<file path="config.mk">
export PLATFORM = sky130hd
export DESIGN_NAME = rhh_ctrl
export DESIGN_NICKNAME = d
export VERILOG_FILES = /design/src/hdl/rhh_pkg.sv /design/src/hdl/rhh_ctrl.sv
export SDC_FILE = /design/constraint.sdc
export NUM_CORES = 1
export LEC_CHECK = 0
export BUFFER_PORTS_ARGS = -buffer_cell sky130_fd_sc_hd__buf_2
export CAP_MARGIN = 20
export CORE_MARGIN = 3
export CORE_UTILIZATION = 30
export CTS_BUF_LIST = sky130_fd_sc_hd__clkbuf_8
export DETAILED_ROUTE_END_ITERATION = 8
export PLACE_DENSITY = 0.69
export RECOVER_POWER = 100
export SYNTH_ARGS = -nofsm -noshare
export SYNTH_HDL_FRONTEND = slang
export SYNTH_SLANG_ARGS = --single-unit
export TNS_END_PERCENT = 30
</file>
<file path="constraint.sdc">
create_clock -name clock -period 1.2 [get_ports clock]
set_clock_uncertainty 0.15 [all_clocks]
set_input_delay 0.18 -clock clock [delete_from_list [all_inputs] [get_ports clock]]
set_output_delay 0.18 -clock clock [all_outputs]
set_load 0.01 [all_outputs]
</file>
<file path="src/hdl/rhh_pkg.sv">
// shared types and constants for the robin hood hash table
// no dependencies
package rhh_pkg;

   localparam int CAPACITY = 256;
   localparam int IDX_W    = $clog2(CAPACITY);
   localparam int CNT_W    = $clog2(CAPACITY + 1);
   localparam int PSL_W    = IDX_W + 2;
   localparam int PROBE_W  = 8;
   localparam int KEY_W    = 32;
   localparam int VAL_W    = 64;
   localparam int LIM_W    = 9;
   localparam int REQ_W    = 136;
   localparam int RSP_W    = 72;

   typedef enum logic [1:0] {
      MODE_GET = 2'd0,
      MODE_SET = 2'd1,
      MODE_DEL = 2'd2,
      MODE_NOP = 2'd3
   } mode_type;

   typedef enum logic [1:0] {
      SLOT_EMPTY = 2'd0,
      SLOT_FULL  = 2'd1,
      SLOT_TOMB  = 2'd2,
      SLOT_RSVD  = 2'd3
   } slot_type;

   typedef enum logic [2:0] {
      ST_GET_HIT  = 3'd0,
      ST_GET_MISS = 3'd1,
      ST_SET_NEW  = 3'd2,
      ST_SET_UPD  = 3'd3,
      ST_DELETED  = 3'd4,
      ST_DEL_MISS = 3'd5,
      ST_FULL     = 3'd6,
      ST_RSVD     = 3'd7
   } status_type;

   typedef enum logic [2:0] {
      S_IDLE,
      S_LK_RD,
      S_LK_EV,
      S_IN_RD,
      S_IN_EV,
      S_RESP
   } fsm_type;

   typedef struct packed {
      logic             load;
      logic             mem_rd;
      logic             lk_adv;
      logic             wr_value;
      logic             wr_tomb;
      logic             ins_start;
      logic             ins_put;
      logic             ins_swap;
      logic             ins_adv;
      logic             res_load;
      status_type       res_status;
      logic             res_hit_value;
   } cmd_type;

   typedef struct packed {
      mode_type mode;
      logic     stop;        // empty slot or probe length passed stored one
      logic     hit;
      logic     slot_full;
      logic     psl_gt;
      logic     last_step;
      logic     table_full;
   } stat_type;

endpackage

</file>
<file path="src/hdl/rhh_ctrl.sv">
// controller state machine sequencing lookup, insert and response
// depends on rhh_pkg
module rhh_ctrl (
   input  logic               clock,
   input  logic               reset,
   input  logic               req_tvalid,
   input  rhh_pkg::mode_type  req_mode,
   output logic               req_tready,
   output logic               rsp_tvalid,
   input  logic               rsp_tready,
   input  rhh_pkg::stat_type  stat,
   output rhh_pkg::cmd_type   cmd
);
   import rhh_pkg::*;

   fsm_type state_ff, state_in;

   always_ff @(posedge clock) begin
      if (reset) begin
         state_ff <= S_IDLE;
      end else begin
         state_ff <= state_in;
      end
   end

   always_comb begin
      state_in   = state_ff;
      cmd        = '0;
      cmd.res_status = ST_GET_MISS;
      req_tready = 1'b0;
      rsp_tvalid = 1'b0;
      case (state_ff)
         S_IDLE: begin
            req_tready = 1'b1;
            if (req_tvalid) begin
               cmd.load = 1'b1;
               if (req_mode == MODE_NOP) begin
                  cmd.res_load   = 1'b1;
                  cmd.res_status = ST_GET_MISS;
                  state_in       = S_RESP;
               end else begin
                  state_in = S_LK_RD;
               end
            end
         end
         S_LK_RD: begin
            cmd.mem_rd = 1'b1;
            state_in   = S_LK_EV;
         end
         S_LK_EV: begin
            if (stat.hit) begin
               cmd.res_load = 1'b1;
               state_in     = S_RESP;
               case (stat.mode)
                  MODE_GET: begin
                     cmd.res_status    = ST_GET_HIT;
                     cmd.res_hit_value = 1'b1;
                  end
                  MODE_SET: begin
                     cmd.wr_value   = 1'b1;
                     cmd.res_status = ST_SET_UPD;
                  end
                  MODE_DEL: begin
                     cmd.wr_tomb    = 1'b1;
                     cmd.res_status = ST_DELETED;
                  end
                  default: cmd.res_status = ST_GET_MISS;
               endcase
            end else if (stat.stop || stat.last_step) begin
               case (stat.mode)
                  MODE_SET: begin
                     if (stat.table_full) begin
                        cmd.res_load   = 1'b1;
                        cmd.res_status = ST_FULL;
                        state_in       = S_RESP;
                     end else begin
                        cmd.ins_start = 1'b1;
                        state_in      = S_IN_RD;
                     end
                  end
                  MODE_DEL: begin
                     cmd.res_load   = 1'b1;
                     cmd.res_status = ST_DEL_MISS;
                     state_in       = S_RESP;
                  end
                  default: begin
                     cmd.res_load   = 1'b1;
                     cmd.res_status = ST_GET_MISS;
                     state_in       = S_RESP;
                  end
               endcase
            end else begin
               cmd.lk_adv = 1'b1;
               state_in   = S_LK_RD;
            end
         end
         S_IN_RD: begin
            cmd.mem_rd = 1'b1;
            state_in   = S_IN_EV;
         end
         S_IN_EV: begin
            if (!stat.slot_full) begin
               cmd.ins_put    = 1'b1;
               cmd.res_load   = 1'b1;
               cmd.res_status = ST_SET_NEW;
               state_in       = S_RESP;
            end else begin
               if (stat.psl_gt) begin
                  cmd.ins_swap = 1'b1;
               end else begin
                  cmd.ins_adv = 1'b1;
               end
               if (stat.last_step) begin
                  cmd.res_load   = 1'b1;
                  cmd.res_status = ST_FULL;
                  state_in       = S_RESP;
               end else begin
                  state_in = S_IN_RD;
               end
            end
         end
         S_RESP: begin
            rsp_tvalid = 1'b1;
            if (rsp_tready) begin
               state_in = S_IDLE;
            end
         end
         default: state_in = S_IDLE;
      endcase
   end

endmodule
</file>
Yosys cells after proc, flatten, opt, wreduce, memory -nomap -nowiden

Index checks and enable logic that the tools add are counted.

Equal/unequal tests: 10
Multiplexer cells: 43
Reductions and logical operators: 5

Operator list:

| kind                                                             | number |
|---|---|
| 4-bit two-way mux                                                | 8 |
| 3-bit two-way mux                                                | 10 |
| 1-bit two-way mux                                                | 19 |
| 3-bit one-hot mux with 6 select lines                            | 1 |
| 4-bit one-hot mux with 3 select lines                            | 1 |
| 3-bit one-hot mux with 3 select lines                            | 1 |
| 4-bit one-hot mux with 2 select lines                            | 1 |
| 3-bit by 2-bit == test with 1-bit output (second input constant) | 2 |
| 3-bit == test (second input constant)                            | 2 |
| 2-bit == test (second input constant)                            | 2 |
| 2-bit two-way mux                                                | 2 |
| 2-bit != test (second input constant)                            | 2 |
| 3-bit by 1-bit == test with 1-bit output (second input constant) | 1 |
| 3-bit logical NOT                                                | 1 |
| 2-bit by 1-bit == test with 1-bit output (second input constant) | 1 |
| 2-bit logical NOT                                                | 1 |
| 2-bit AND reduction                                              | 1 |
| 2-bit OR reduction                                               | 1 |
| 1-bit logical OR                                                 | 1 |

Register bits after elaboration: 3
Input port bits: 14
Logic and storage cells: 59

Longest topological paths before layout

Depth after elaboration: 5
Gate-level depth with buffers: 6
Mapped depth without buffers: 6

Least setup slack after synthesis

No wires, ideal clock.

Path type: reg2out
Start point: register state_ff[1]
End point: output port cmd[1] in the netlist's numbering
Arrival time: 1.122 ns
Path slack: -0.252 ns
Stages on the path, launching flop included: 5
Buffers on the path: 1
Path through: dfxtp_1 buf_6 nand2b_4 or2_4 o31ai_1

RTL lines:

| item                     | RTL line       | source |
|---|---|---|
| start: declaration       | rhh_ctrl.sv:16 | `fsm_type state_ff, state_in;` |
| start signal: assignment | rhh_ctrl.sv:22 | `state_ff <= state_in;` |
| end: declaration         | rhh_ctrl.sv:12 | `output rhh_pkg::cmd_type cmd` |

==> impl_metrics.json <==
{
  "final_common_cell": "buf_2",
  "min_from": "reset",
  "rsz0062_at_grt": "yes",
  "yosys.area_share.simple_pct": 45.35,
  "start_util_pct": 33.25,
  "setup.worst_path.start": "stat[7]",
  "ys_warn_count": 0,
  "violations": "setup timing",
  "cts_hold_buf": 0,
  "reg.largest.list": "state_ff: 3 flops",
  "mostFrequentLayoutCells": "27 x buf_2, 18 x buf_4, 6 x nor2_1",
  "clockBufferDepth": 2,
  "insertion_delay_ps": 210,
  "wire_per_inst_um": 13.11,
  "drc": 0,
  "grt_max_degree": 11,
  "core_um2": 1577,
  "fin_cells": 139,
  "critical_path.max_fanout": 4,
  "fp.dieW_um": 47.81,
  "fin_util_pct": 64.21,
  "syn_nets": 93,
  "period_share_pct": 135.9,
  "cts.reportedPaths.clkPinSlew_ps": 30,
  "die-area_um2": 2285,
  "grt_pass1_wl_um": 2760,
  "gp_congestion": 0.7178,
  "area_growth_pct": 93.08,
  "synth_top_family_by_area": "simple AND/OR/NAND/NOR gates",
  "fin_ws_ps": -430.8,
  "crit_required_ps": 870,
  "multi_input_area_um2": 544.3,
  "largest-register": "state_ff",
  "synth_compound_area_share_pct": 22.43,
  "fillCellCount": 125,
  "cp_slowest_cell": "nor4_4",
  "whs_ps": 19.57,
  "synth_edf_count": 0,
  "io_buffers": 29,
  "r2r_cells": 6,
  "hold_path.class": "primary input to flop",
  "hpwl_um": 1440,
  "nNetsFinal": 143,
  "min_period_ps": 1631,
  "grt_overflow_total": 0,
  "synth_fa_ha_area_share_pct": 11.93,
  "critPathArrivalTime_ps": 1300,
  "cts_num_sinks": 3,
  "drtAntennaViolNets": 0,
  "max-vdd-ir-drop_mv": 0.9159,
  "antenna_found_initial": 0,
  "first_global_vias": 656,
  "powerDensity_nw_per_um2": 810.4,
  "worst_pin_slew_ps": 318.7,
  "critPathLaunchType": "primary input",
  "syn_area_per_cell_um2": 7.085,
  "finalHoldViolCount": 0,
  "antenna_cells": 0,
  "ios": 30,
  "status": "complete, but fails checks",
  "vias": 727,
  "drive_gt1_share_pct": 63.41,
  "worstSetupEndpointType": "output pin",
  "max-slew-margin-rel_pct": 78.59,
  "routed_wl_um": 1822,
  "slew_viol_final": 0,
  "cts-root-buf": "clkbuf_8",
  "path_class": "primary input to output pin",
  "whs_path_depth": 2,
  "synth_xor_area_share_pct": 0,
  "maxCapViolCount": 0,
  "setup_viol": 18,
  "synth_cells": 74,
  "netlist_area_um2": 524.3,
  "grtUsageTotal_pct": 17.47,
  "synth_flop_cell": "dfxtp_1",
  "synth_seq_cells": 3,
  "cts_made_buffers": 3,
  "dp_slack_ps": -480.4,
  "power_leakage_nw": 0.4957,
  "dp.cells": 131,
  "ys_types": 37,
  "die_h_um": 47.81,
  "seq_area_um2": 66.31,
  "rows": 14,
  "cts_tree": "done",
  "seq_area_frac_synth_pct": 11.46,
  "clock.fmax_mhz": 613.2,
  "h-tree-depth": 1,
  "tns_ps": -4800,
  "dr.first_iter.drc_count": 13,
  "critPathMaxStageDelay_ps": 310,
  "crit_chain": "buf_4, inv_4, ha_4, and2b_2, nor4_4, o31ai_4, buf_2",
  "synthArstFlopShare_pct": 0,
  "largest_reg_flops": 3,
  "rr_startpoint": "state_ff[2]$_SDFFE_PP0P_",
  "viasPerCell": 5.230,
  "muxShareOfSynthArea_pct": 0,
  "dr.pass1.iters": 4
}
## worst max-delay path: cells and delay by family
kind	cells	cell delay [ps]
buffers and inverters	3	320
adder cells (fa/ha/maj)	1	160
AND/OR/NAND/NOR	2	540
AO/OA/AOI/OAI	1	100
## metal layers
metal	part of all wire (%)	wire [um]	vias up	global-route usage, %
met2	46	844	29	26.65
met3	3.4	62	8	5.639
met4	3.8	70	0	13.98
met5	0	0	-	0
met1	46	845	330	19.73
li1	-	-	360	-
## synth_stat cells, types with 2 or more instances
master    number  share of area [%]
a21oi_1        4                3.8
a31oi_1        2                2.4
and3_1         3                3.6
dfxtp_1        3                 11
ha_1           5                 12
inv_1          5                3.6
nand2_1        4                2.9
nand2b_1       2                2.4
nand3_1        4                3.8
nor2_1         7                5.0
nor2b_1        2                2.4
nor3_1         2                1.9
o21a_1         2                2.9
o21ai_0        5                4.8
o31ai_1        2                2.9
## what timing repair did
item	4_1_cts	5_1_grt
buffers inserted	3	2
pin swaps	8	9
resized for setup	10	15
endpoints found under the setup margin	18	19
## final cells by class
| type | count | share of cell area [%] |
|---|---|---|
| multi-input cells | 62 | 53.77 |
| clock buffers | 3 | 4.079 |
| inverters | 5 | 2.101 |
| well taps | 16 | 1.978 |
| repair buffers | 49 | 31.15 |
| flip-flops and latches | 3 | 6.551 |
| clock inverters | 1 | 0.3708 |
## cells by family after synthesis
kind of cell             count (synthesis)
adder cells (fa/ha/maj)                  5
buffers and inverters                    9
AO/OA/AOI/OAI                           19
flip-flops                               3
AND/OR/NAND/NOR                         38
## final timing paths
kind,to,slack [ps]
max,cmd[1],-430
min,state_ff[0]$_SDFFE_PP0P_,20
max reg2reg,state_ff[1]$_SDFFE_PP0P_,-200
min reg2reg,state_ff[0]$_SDFFE_PP0P_,450
## stage by stage
stage	area, um2	power (mW)
6_report	1012	0.8203
5_1_grt	1012	0.8839
4_1_cts	944.7	0.7943
3_5_place_dp	840.8	0.4675
3_3_place_gp	840.8	0.4562
2_1_floorplan	583.1	0.3227
## where the power goes
group          internal, mW  switching, mW
Clock                 0.217         0.0608
Sequential            0.113         0.0193
Combinational         0.207          0.203
Total                 0.537          0.283
(Power assumes the default switching activity.)
